<file path="src/rtl/dqvs_pkg.sv">
// Shared constants and types for the deque with value search.
`default_nettype none
package dqvs_pkg;

    localparam int DEPTH_DEFAULT = 16;

    localparam int ACTION_W = 3;
    localparam int VALUE_W  = 32;
    localparam int POS_W    = 5;
    localparam int OCC_W    = 5;
    localparam int STATUS_W = 2;

    localparam int IN_W  = 40;
    localparam int OUT_W = 16;

    localparam logic [ACTION_W-1:0] ACT_APPEND    = 3'd0;
    localparam logic [ACTION_W-1:0] ACT_DROP_HEAD = 3'd1;
    localparam logic [ACTION_W-1:0] ACT_DROP_TAIL = 3'd2;
    localparam logic [ACTION_W-1:0] ACT_FIND_HEAD = 3'd3;
    localparam logic [ACTION_W-1:0] ACT_FIND_TAIL = 3'd4;
    localparam logic [ACTION_W-1:0] ACT_CLEAR     = 3'd5;

    localparam logic [STATUS_W-1:0] ST_DONE  = 2'd0;
    localparam logic [STATUS_W-1:0] ST_FULL  = 2'd1;
    localparam logic [STATUS_W-1:0] ST_EMPTY = 2'd2;

    typedef struct packed {
        logic accept;
        logic search_step;
        logic finish;
    } cmd_t;

    typedef struct packed {
        logic in_search;
        logic search_done;
        logic out_free;
    } sts_t;

endpackage
`default_nettype wire

</file>
<file path="src/rtl/dqvs_ctrl.sv">
// Controller state machine: accept, search walk, result hand-off.
`default_nettype none
module dqvs_ctrl (
    input  wire logic          clk,
    input  wire logic          rst_n,
    input  wire logic          s_tvalid,
    output logic               s_tready,
    input  wire dqvs_pkg::sts_t sts,
    output dqvs_pkg::cmd_t     cmd
);

    localparam logic [1:0] S_IDLE   = 2'd0;
    localparam logic [1:0] S_SEARCH = 2'd1;
    localparam logic [1:0] S_FINISH = 2'd2;

    logic [1:0] state_reg;
    logic [1:0] state_next;

    assign s_tready = (state_reg == S_IDLE);

    always_comb
    begin
        state_next      = state_reg;
        cmd.accept      = 1'b0;
        cmd.search_step = 1'b0;
        cmd.finish      = 1'b0;
        unique case (state_reg)
            S_IDLE:
            begin
                if (s_tvalid)
                begin
                    cmd.accept = 1'b1;
                    state_next = sts.in_search ? S_SEARCH : S_FINISH;
                end
            end
            S_SEARCH:
            begin
                cmd.search_step = 1'b1;
                if (sts.search_done)
                begin
                    state_next = S_FINISH;
                end
            end
            S_FINISH:
            begin
                if (sts.out_free)
                begin
                    cmd.finish = 1'b1;
                    state_next = S_IDLE;
                end
            end
            default:
            begin
                state_next = S_IDLE;
            end
        endcase
    end

    always_ff @(posedge clk or negedge rst_n)
    begin
        if (!rst_n)
        begin
            state_reg <= S_IDLE;
        end
        else
        begin
            state_reg <= state_next;
        end
    end

endmodule
`default_nettype wire

</file>
<file path="src/rtl/dqvs_dp.sv">
// Datapath: entry ring, head and count, search walk and output register.
`default_nettype none
module dqvs_dp #(
    parameter int DEPTH = dqvs_pkg::DEPTH_DEFAULT
) (
    input  wire logic                       clk,
    input  wire logic                       rst_n,
    input  wire logic [dqvs_pkg::IN_W-1:0]  s_tdata,
    output logic                            m_tvalid,
    input  wire logic                       m_tready,
    output logic [dqvs_pkg::OUT_W-1:0]      m_tdata,
    input  wire dqvs_pkg::cmd_t             cmd,
    output dqvs_pkg::sts_t                  sts
);

    localparam int AW = (DEPTH > 1) ? $clog2(DEPTH) : 1;
    localparam int CW = $clog2(DEPTH + 1);
    localparam logic [AW:0]   DEPTH_A = (AW + 1)'(DEPTH);
    localparam logic [CW-1:0] DEPTH_C = CW'(DEPTH);

    logic [dqvs_pkg::VALUE_W-1:0] mem [DEPTH];

    logic [AW-1:0] head_reg;
    logic [CW-1:0] count_reg;
    logic [dqvs_pkg::ACTION_W-1:0] action_reg;
    logic [dqvs_pkg::VALUE_W-1:0]  value_reg;
    logic [CW-1:0] idx_reg;
    logic          pend_reg;
    logic [CW-1:0] pend_idx_reg;
    logic          found_reg;
    logic [dqvs_pkg::POS_W-1:0]    res_pos_reg;
    logic [dqvs_pkg::STATUS_W-1:0] res_status_reg;
    logic [dqvs_pkg::VALUE_W-1:0]  rd_data_reg;
    logic          out_valid_reg;
    logic [dqvs_pkg::OUT_W-1:0]    out_data_reg;

    logic [dqvs_pkg::ACTION_W-1:0] in_action;
    logic [dqvs_pkg::VALUE_W-1:0]  in_value;
    logic [AW-1:0] rd_offset;
    logic [AW-1:0] rd_addr;
    logic [AW-1:0] wr_addr;
    logic [AW-1:0] head_inc;
    logic          issue;
    logic          hit;
    logic          wr_en;
    logic [CW+dqvs_pkg::POS_W-1:0] pos_ext;
    logic [CW+dqvs_pkg::OCC_W-1:0] occ_ext;

    function automatic logic [AW-1:0] ring(input logic [AW-1:0] h, input logic [AW-1:0] off);
        logic [AW:0] sum;
        sum = {1'b0, h} + {1'b0, off};
        if (sum >= DEPTH_A)
        begin
            sum = sum - DEPTH_A;
        end
        return sum[AW-1:0];
    endfunction

    assign in_action = s_tdata[dqvs_pkg::ACTION_W-1:0];
    assign in_value  = s_tdata[dqvs_pkg::ACTION_W +: dqvs_pkg::VALUE_W];

    assign issue = cmd.search_step && (idx_reg < count_reg) && !found_reg && !hit;
    assign hit   = pend_reg && (rd_data_reg == value_reg);

    always_comb
    begin
        logic [CW-1:0] back_off;
        back_off  = count_reg - CW'(1) - idx_reg;
        rd_offset = (action_reg == dqvs_pkg::ACT_FIND_TAIL) ? back_off[AW-1:0]
                                                            : idx_reg[AW-1:0];
    end

    assign rd_addr  = ring(head_reg, rd_offset);
    assign wr_addr  = ring(head_reg, count_reg[AW-1:0]);
    assign head_inc = ring(head_reg, AW'(1));
    assign wr_en    = cmd.accept && (in_action == dqvs_pkg::ACT_APPEND) && (count_reg < DEPTH_C);

    assign sts.in_search   = (in_action == dqvs_pkg::ACT_FIND_HEAD) ||
                             (in_action == dqvs_pkg::ACT_FIND_TAIL);
    assign sts.search_done = found_reg || hit || (!pend_reg && (idx_reg >= count_reg));
    assign sts.out_free    = !out_valid_reg || m_tready;

    assign pos_ext = {{dqvs_pkg::POS_W{1'b0}}, pend_idx_reg};
    assign occ_ext = {{dqvs_pkg::OCC_W{1'b0}}, count_reg};

    assign m_tvalid = out_valid_reg;
    assign m_tdata  = out_data_reg;

    always_ff @(posedge clk)
    begin
        if (wr_en)
        begin
            mem[wr_addr] <= in_value;
        end
        rd_data_reg <= mem[rd_addr];
    end

    always_ff @(posedge clk)
    begin
        if (cmd.accept)
        begin
            action_reg <= in_action;
            value_reg  <= in_value;
        end
        if (cmd.finish)
        begin
            out_data_reg <= {4'b0, res_status_reg,
                             occ_ext[dqvs_pkg::OCC_W-1:0], res_pos_reg};
        end
    end

    always_ff @(posedge clk or negedge rst_n)
    begin
        if (!rst_n)
        begin
            head_reg       <= '0;
            count_reg      <= '0;
            idx_reg        <= '0;
            pend_reg       <= 1'b0;
            pend_idx_reg   <= '0;
            found_reg      <= 1'b0;
            res_pos_reg    <= '1;
            res_status_reg <= dqvs_pkg::ST_DONE;
            out_valid_reg  <= 1'b0;
        end
        else
        begin
            if (cmd.accept)
            begin
                idx_reg        <= '0;
                pend_reg       <= 1'b0;
                found_reg      <= 1'b0;
                res_pos_reg    <= '1;
                res_status_reg <= dqvs_pkg::ST_DONE;
                unique case (in_action)
                    dqvs_pkg::ACT_APPEND:
                    begin
                        if (count_reg >= DEPTH_C)
                        begin
                            res_status_reg <= dqvs_pkg::ST_FULL;
                        end
                        else
                        begin
                            count_reg <= count_reg + CW'(1);
                        end
                    end
                    dqvs_pkg::ACT_DROP_HEAD:
                    begin
                        if (count_reg == '0)
                        begin
                            res_status_reg <= dqvs_pkg::ST_EMPTY;
                        end
                        else
                        begin
                            head_reg  <= head_inc;
                            count_reg <= count_reg - CW'(1);
                        end
                    end
                    dqvs_pkg::ACT_DROP_TAIL:
                    begin
                        if (count_reg == '0)
                        begin
                            res_status_reg <= dqvs_pkg::ST_EMPTY;
                        end
                        else
                        begin
                            count_reg <= count_reg - CW'(1);
                        end
                    end
                    dqvs_pkg::ACT_CLEAR:
                    begin
                        head_reg  <= '0;
                        count_reg <= '0;
                    end
                    default:
                    begin
                    end
                endcase
            end
            else if (cmd.search_step)
            begin
                pend_reg <= issue;
                if (issue)
                begin
                    idx_reg      <= idx_reg + CW'(1);
                    pend_idx_reg <= idx_reg;
                end
                if (hit && !found_reg)
                begin
                    found_reg   <= 1'b1;
                    res_pos_reg <= pos_ext[dqvs_pkg::POS_W-1:0];
                end
            end

            if (cmd.finish)
            begin
                out_valid_reg <= 1'b1;
            end
            else if (m_tready)
            begin
                out_valid_reg <= 1'b0;
            end
        end
    end

    a_count_bound: assert property (@(posedge clk) disable iff (!rst_n)
        count_reg <= DEPTH_C)
        else $error("element count above depth");

    a_hit_found: assert property (@(posedge clk) disable iff (!rst_n)
        (cmd.search_step && hit) |=> found_reg)
        else $error("search hit not recorded");

    a_finish_valid: assert property (@(posedge clk) disable iff (!rst_n)
        cmd.finish |=> out_valid_reg)
        else $error("finished result not presented");

    a_no_issue_found: assert property (@(posedge clk) disable iff (!rst_n)
        found_reg |-> !issue)
        else $error("read issued after a match");

endmodule
`default_nettype wire

</file>
<file path="src/rtl/deque_with_value_search.sv">
// Top level: deque of signed 32-bit values with front and back search.
//
// Input beat (s_*): action and value. Every accepted beat gives exactly one
// output beat (m_*) with position, occupancy and status, in order.
// Append, drop front, drop back, clear and unused codes go from accept
// straight to the finish state. A search walks the held entries one per
// cycle through the registered memory read port until a match or the end
// of the entries, then moves to the finish state. In the finish state the
// result register loads once it is free.
// One beat is worked on at a time; s_tready is high only while idle.
// The result sits in an output register, so the next beat is accepted
// while the previous result still waits for m_tready. If the receiver
// stalls, the finished result of the following beat is held until the
// output register frees up.
// Reset clears head, count and the control state; stored entries are not
// cleared and are read only after they have been written.
`default_nettype none
module deque_with_value_search #(
    parameter int DEPTH = dqvs_pkg::DEPTH_DEFAULT
) (
    input  wire logic                       clk,
    input  wire logic                       rst_n,
    input  wire logic                       s_tvalid,
    output logic                            s_tready,
    // [2:0] action, [34:3] value, [39:35] zero
    input  wire logic [dqvs_pkg::IN_W-1:0]  s_tdata,
    output logic                            m_tvalid,
    input  wire logic                       m_tready,
    // [4:0] position, [9:5] occupancy, [11:10] status, [15:12] zero
    output logic [dqvs_pkg::OUT_W-1:0]      m_tdata
);

    dqvs_pkg::cmd_t cmd;
    dqvs_pkg::sts_t sts;

    dqvs_ctrl u_ctrl (
        .clk      (clk),
        .rst_n    (rst_n),
        .s_tvalid (s_tvalid),
        .s_tready (s_tready),
        .sts      (sts),
        .cmd      (cmd)
    );

    dqvs_dp #(
        .DEPTH (DEPTH)
    ) u_dp (
        .clk      (clk),
        .rst_n    (rst_n),
        .s_tdata  (s_tdata),
        .m_tvalid (m_tvalid),
        .m_tready (m_tready),
        .m_tdata  (m_tdata),
        .cmd      (cmd),
        .sts      (sts)
    );

endmodule
`default_nettype wire
</file>
<file path="config.mk">
export PLATFORM = sky130hd
export DESIGN_NAME = deque_with_value_search
export DESIGN_NICKNAME = d
export VERILOG_FILES = /design/src/rtl/dqvs_pkg.sv /design/src/rtl/dqvs_ctrl.sv /design/src/rtl/dqvs_dp.sv /design/src/rtl/deque_with_value_search.sv
export SDC_FILE = /design/constraint.sdc
export NUM_CORES = 1
export LEC_CHECK = 0
export BUFFER_PORTS_ARGS = -buffer_cell sky130_fd_sc_hd__buf_2
export CAP_MARGIN = 0
export CORE_ASPECT_RATIO = 1.5
export CORE_MARGIN = 8
export CORE_UTILIZATION = 56
export DETAILED_ROUTE_END_ITERATION = 16
export GPL_ROUTABILITY_DRIVEN = 0
export GPL_TIMING_DRIVEN = 0
export PLACE_DENSITY = 0.76
export SETUP_SLACK_MARGIN = 0.2
export SLEW_MARGIN = 20
export SYNTH_ARGS = -nofsm -noshare
export SYNTH_HDL_FRONTEND = slang
export SYNTH_SLANG_ARGS = --single-unit
</file>
<file path="constraint.sdc">
create_clock -name clk -period 4.06 [get_ports clk]
set_input_delay 0.203 -clock clk [delete_from_list [all_inputs] [get_ports clk]]
set_output_delay 0.203 -clock clk [all_outputs]
set_load 0.02 [all_outputs]
</file>
# Word-level counts from Yosys, hierarchy flattened
# Memory sizes are Yosys's and may differ from the RTL's. A register that Yosys moved wholly into a read port is not among the register bits.
# Index checks and enable logic that the tools add are counted.
# classes
n_addsub,10
magnitude_cmp,7
n_eq_ne,15
muxes,37
bitwise_logic,1
n_reduce_logical,32
# op_table
cell,n
$mux W5,8
$eq A32 B32 Y1,1
$ge A5 B5 Y1 const B,4
$mux W4,5
$mux W1,15
$pmux W5 S3,1
$ne A2 B2 Y1 const B,6
$sub A4 B1 Y4 const B,3
$add A4 B4 Y5,2
$add A5 B1 Y5 const B,2
$mux W2,5
$reduce_bool A2 Y1,5
$eq A3 B3 Y1 const B,3
$reduce_and A3 Y1,3
$logic_and A1 B1 Y1,8
$pmux W4 S2,1
$eq A3 B2 Y1 const B,2
$pmux W2 S3,1
$add A4 B1 Y5 const B,1
$ge A5 B5 Y1,1
$logic_not A5 Y1,1
$lt A5 B5 Y1,1
$lt A5 B5 Y1 const B,1
$sub A5 B1 Y5 const B,1
14 further kinds,21
# totals
ff_bits,78
ram_bits,512
inputBits,44
output_inout_bits,18
word_cells,116
memories,1
# memory_table
memory,depth,width,rd,rd_clocked_by_memory_dff,write_ports,line,text
u_dp.mem,16,32,1,1,1,dqvs_dp.sv:21,logic [dqvs_pkg::VALUE_W-1:0] mem [DEPTH];

# Longest topological paths before layout
# depth
depth_word,8
depth_mapped,12
depth_no_buf,11

# By module
# From an unflattened synthesis, not the netlist that was laid out.
# unflattened
cells_unflattened,1106
hier_area_um2,23916.7
# by_module_without_submodules
mod,n_inst,cells_per_inst,area_each_um2,seq_area_each_um2
dqvs_dp,1,1093,23790.3,18158.7
dqvs_ctrl,1,13,126.4,50.0

# Least setup slack after synthesis
# Ideal clock, no wire load.
# synth_path
path_kind,flip-flop to flip-flop
from,reg u_dp.count_reg[0]
to,reg u_dp.rd_data_reg[11] (netlist name) (read register of u_dp.mem)
setup_ps,136
arrival_time_ps,3686
t_required_ps,3924
slack_ps,238
path_stages_with_launch,11
n_path_buf,2
synth_period_minus_slack_ps,3822
path_cell_list,dfrtp_1 > inv_1 > ha_1 > fa_1 > o21ai_0 > inv_1 > fa_1 > clkbuf_1 > clkbuf_1 > mux4_2 > mux4_1
# synth_via
elab_chain_len,6
word_cells_on_any_way,7
classes_between,4 x add/sub; 1 x order compare; 2 x mux
# synth_lines
item,line,text
from (decl),dqvs_dp.sv:24,logic [CW-1:0] count_reg;
from (signal assigned),dqvs_dp.sv:144,count_reg <= count_reg + CW'(1);
from (signal assigned),dqvs_dp.sv:156,count_reg <= count_reg - CW'(1);
from (signal assigned),dqvs_dp.sv:167,count_reg <= count_reg - CW'(1);
$sub A5 B1 Y5 *,dqvs_dp.sv:68,back_off = count_reg - CW'(1) - idx_reg;
$sub A4 B4 Y4 *,dqvs_dp.sv:68,
$mux W4 *,dqvs_dp.sv:69,rd_offset = (action_reg == dqvs_pkg::ACT_FIND_TAIL) ? back_off[AW-1:0]
$add A4 B4 Y5 *,dqvs_dp.sv:51,"sum = {1'b0, h} + {1'b0, off};"
$sub A4 B1 Y4 / $ge A5 B5 Y1 (equally long branches),"dqvs_dp.sv:54, dqvs_dp.sv:52",
$mux W4 *,dqvs_dp.sv:52,if (sum >= DEPTH_A)
to (decl),dqvs_dp.sv:33,logic [dqvs_pkg::VALUE_W-1:0] rd_data_reg;
# Mark *: on every way between the ends. The rest lies on a longest branch, timed or not.
# A chain may end at the register's enable or synchronous reset.

# Final worst setup path
# layout_path
from,reg u_dp.count_reg[0]
to,reg u_dp.rd_data_reg[23] (netlist name) (read register of u_dp.mem)
# Same word-level chain as after synthesis.

==> flow_results.org <==
** Placed design
- The wire-length estimate of the detail-placed layout is between 30000 and 40000 um.
- Before CTS, the worst setup slack after placement is -0.979 ns.
- Port bufs :: between 50 and 60

** CTS
- Number of sinks driven by the clock tree :: slightly above 600
- Register clock-pin slew on the reported worst setup and hold paths :: around 0.07 ns
- Number of clock buffers inserted by TritonCTS :: 53
- Clock insertion delay at the later pin of the skew report :: just under 0.6 ns
- The H-tree was split into 2 levels.
- Clock tree from TritonCTS :: built
- The cell sitting at the root of the clock tree is a sky130_fd_sc_hd__clkbuf_16.
- CTS Buffer Depth :: 3

** Critical path
- For the worst setup path, the data required time is between 4 and 5 ns.
- Counting both buffers and inverters, the worst setup path holds a total of 4.
- In this design, the largest share of critical-path delay is due to adder cells.
- For this run, the slowest stage of the critical path takes between 0.5 and 0.6 ns.
- Setup CP Type :: reg -> reg
- Critical Path Source Type :: flop
- In this run the worst path has a maximum fanout of 10.
- The worst setup path is captured at a flop.
- Crit path max-delay cell type :: sky130_fd_sc_hd__fa_1
- The signal on the critical path passes through inv_1 > ha_1 > fa_1 > o21ai_1 > inv_1 > fa_1 > clkbuf_8 > clkbuf_8 > mux4_2 > mux4_1.
- Arrival time reported for the critical path endpoint :: ~4.2 ns

** Synth
- After technology mapping, the gate count stands at 1088.
- Sequential cells were found to cover roughly 76% of the synthesized design area.
- For this run, the leading register cell type out of synthesis is sky130_fd_sc_hd__edfxtp_1.
- Mean Syn Cell Area :: between 20 and 25 um^2
- The synthesized design contains between 500 and 600 enable-type register cells.
- Counting flops and latches in the post-synthesis netlist gives a little over 600.
- Distinct cell type count after synthesis :: 58
- Cell area after synthesis :: ~24000 um^2
- After synthesis, the share of flip-flops with an asynchronous set or reset is 4.98%.
- The Yosys step of the flow raised 0 warnings.

** STA
- For the pin with the worst max-slew slack, the measured transition is approximately 0.8 ns.
- Worst hold margin :: between 0.03 and 0.04 ns
- Setup repair after global routing missed its margin :: yes
- Of the available clock period, the critical path in the final layout requires 92.1%.
- Setup violations remaining at the end of the flow were counted as 0.
- Slew headroom :: 46.1%
- The total count of hold-check failures in the final report is 0.
- Minimum period implied by the final worst setup slack :: 3.74 ns
- Setup tns final :: 0 ns
- The number of max-slew violations in the final report came to 0.
- Derived from the worst setup path, the maximum achievable clock frequency is around 270 MHz.
- Worst setup skew after layout :: between 0.015 and 0.02 ns
- Final WS setup :: around 0.32 ns

** Global routing
- First-pass GRT wire length :: ~80000 um
- The number of antenna violations at the first check in global routing came to 1.
- Global routing finished with a remaining overflow of 0.
- Entering global routing, the biggest net connects 32 pins.
- Global router's overall resource usage :: 21.5%
- Number of global-route vias before repair :: roughly 12000

** Power and ir drop
- Static leakage :: around 9.4 nW
- PD cells :: around 740 nW/um^2
- The worst-case IR drop observed on VDD is around 0.00045 V.

** Final layout
- The area growth from synthesis to layout is 17.9%.
- The final layout contains about 1300 nets.
- Total of fill cells in the finished design :: approximately 2600
- Max reg flops :: a little over 500
- Layout cell share with drive strength beyond 1 :: just under 30%

** Detailed routing
- Router iterations before antenna repair :: 5
- Dividing the detail-routed wire length by the instance count gives 27.9 um.
- Starting DRT DRC Count :: between 1000 and 1500
- Total Wirelength :: approximately 52000 um
- Antenna Nets Post-Route :: 0
- Remaining routing DRC violations :: 0
- Via count :: 11597
- Dividing the detail-routed via count by the number of cells gives about 6.

** Floorplan
- Die Y-Extent :: between 200 and 300 um
- Floorplan die width :: roughly 190 um
- In this run the count of I/O pins placed on the die edge is 62.
- The floorplan step defined a die boundary enclosing 49900 um^2.
- The initialized floorplan defines between 90 and 100 standard-cell rows.
- Once the floorplan was initialized, standard cells occupied a little under three fifths of the core.
- The floorplan step defined a core boundary enclosing 42700 um^2.

** Outcome
- Run status :: complete, no violations

** Job
- Max Cap Viol :: 0

** Min path
- Worst min path class :: in -> reg
## metrics by stage
| stage | power (W) | area (um^2) | instances | util [%] |
|---|---|---|---|---|
| finish | 0.0209 | 28300 | 1883 | 66.3 |
| global route | 0.0216 | 28300 | 1883 | 66.3 |
| CTS | 0.0210 | 28300 | 1880 | 66.3 |
| detailed placement | 0.0153 | 26000 | 1743 | 60.8 |
| global placement | 0.0149 | 25000 | 1713 | 58.6 |
| floorplan | 0.0130 | 24000 | 1091 | - |
## path summary, 6_finish.rpt
| check | from | to | slack (ns) | depth (start not counted) |
|---|---|---|---|---|
| max reg2reg | u_dp.count_reg[0] | u_dp.rd_data_reg[23] | 0.32 | 10 |
| min | s_tdata[34] | u_dp.mem[0][31] | 0.04 | 1 |
| max | u_dp.count_reg[0] | u_dp.rd_data_reg[23] | 0.32 | 10 |
| max in group asynchronous | rst_n | u_dp.count_reg[0] | 3.39 | 2 |
| min in group asynchronous | rst_n | u_dp.head_reg[2] | 0.20 | 2 |
| min reg2reg | u_dp.res_status_reg[0] | u_dp.m_tdata[10] | 0.45 | 0 |
## layout make-up
type	count	area (um^2)	share of cell area [%]
Antenna cell	1	2.50	0.00883
Buffer	44	398	1.40
Clock buffer	70	1470	5.20
Clock inverter	30	350	1.24
Inverter	23	86.3	0.305
Multi-Input combinational cell	402	5640	19.9
Sequential cell	622	18200	64.3
Tap cell	570	713	2.52
Timing Repair Buffer	121	1460	5.15
## what timing repair did
| action | in CTS | in global routing |
|---|---|---|
| gates resized for setup | 53 | 3 |
| hold buffers | 35 | 0 |
| endpoints found under the hold margin | 462 | 0 |
| setup buffers | 2 | 2 |
| setup endpoints to repair | 32 | 20 |
## per-layer routing
metal  wire [um]  part of all wire [%]  track usage [%]
met5           0                     0                0
met3        3370                   6.4             3.10
met4        2480                   4.7             10.2
met1       18800                    36             26.4
met2       27800                    53             37.1
## power breakdown
| part | leakage [nW] | switching, W | internal, W |
|---|---|---|---|
| Combinational | 2.86 | 0.00396 | 0.00394 |
| Sequential | 5.69 | 0.000214 | 0.00748 |
| Clock | 0.889 | 0.00220 | 0.00306 |
| Total | 9.44 | 0.00637 | 0.0145 |
## synthesized netlist by cell type, drive strengths merged (2+ instances only)
cell     instances  area, um^2
and3             3        18.8
a211oi           2        15.0
nand4            9        62.6
clkbuf          21        78.8
a31oi            2        12.5
nand2           22        82.6
o31ai            2        15.0
dfrtp           26         651
dfstp            5         131
fa               3        60.1
nor3             5        41.3
ha              19         238
a21o             4        30.0
a2111oi          2        36.3
nor2            33         124
nand3           10        55.1
nand2b           4        25.0
edfxtp         559       16800
nor2b            6        37.5
mux2             8        90.1
buf             23         156
mux2i            9        90.1
xnor2           37         332
o21a             2        15.0
dfxtp           32         641
inv             23        86.3
mux4           160        3720
xor2            11        96.3
a21oi            7        35.0
o22ai            2        12.5
nor4             3        25.0
nand3b           4        30.0
o21ai           16        83.8
## cells by family (layout without fill, tap and decap cells)
logic type                 count (synthesis)  in the layout  share of synthesized area (%)
muxes                                    177            177                           16.2
buffers and inverters                     67            288                           1.34
DFF                                      622            622                           75.8
AOI/OAI and AO/OA                         47             47                           1.35
xor gates and xnor gates                  48             48                           1.78
adders and majority gates                 22             22                           1.24
other                                      1              5                         0.0156
and+or+nand+nor                          104            104                           2.28
## worst reg2reg max path, stage by stage, from the launching register on
cell and delay [ns]:
sky130_fd_sc_hd__dfrtp_2 0.42, sky130_fd_sc_hd__inv_1 0.15, sky130_fd_sc_hd__ha_1 0.33, sky130_fd_sc_hd__fa_1 0.50, sky130_fd_sc_hd__o21ai_1 0.22, sky130_fd_sc_hd__inv_1 0.08, sky130_fd_sc_hd__fa_1 0.55, sky130_fd_sc_hd__clkbuf_8 0.23
sky130_fd_sc_hd__clkbuf_8 0.26, sky130_fd_sc_hd__mux4_2 0.34, sky130_fd_sc_hd__mux4_1 0.52
## cell usage in the layout (no fill, tap or decap), drive strengths merged, types with 4 or more instances in the layout
master / count
edfxtp: 559
mux4: 160
buf: 106
clkbuf: 94
xnor2: 37
dlygate4sd3: 35
nor2: 33
dfxtp: 32
dfrtp: 26
inv: 25
nand2: 22
ha: 19
clkinv: 18
o21ai: 16
xor2: 11
nand3: 10
mux2i: 9
nand4: 9
mux2: 8
bufinv: 8
a21oi: 7
nor2b: 6
dfstp: 5
nor3: 5
a21o: 4
nand3b: 4
nand2b: 4
conb: 4
(Power assumes the default switching activity.)
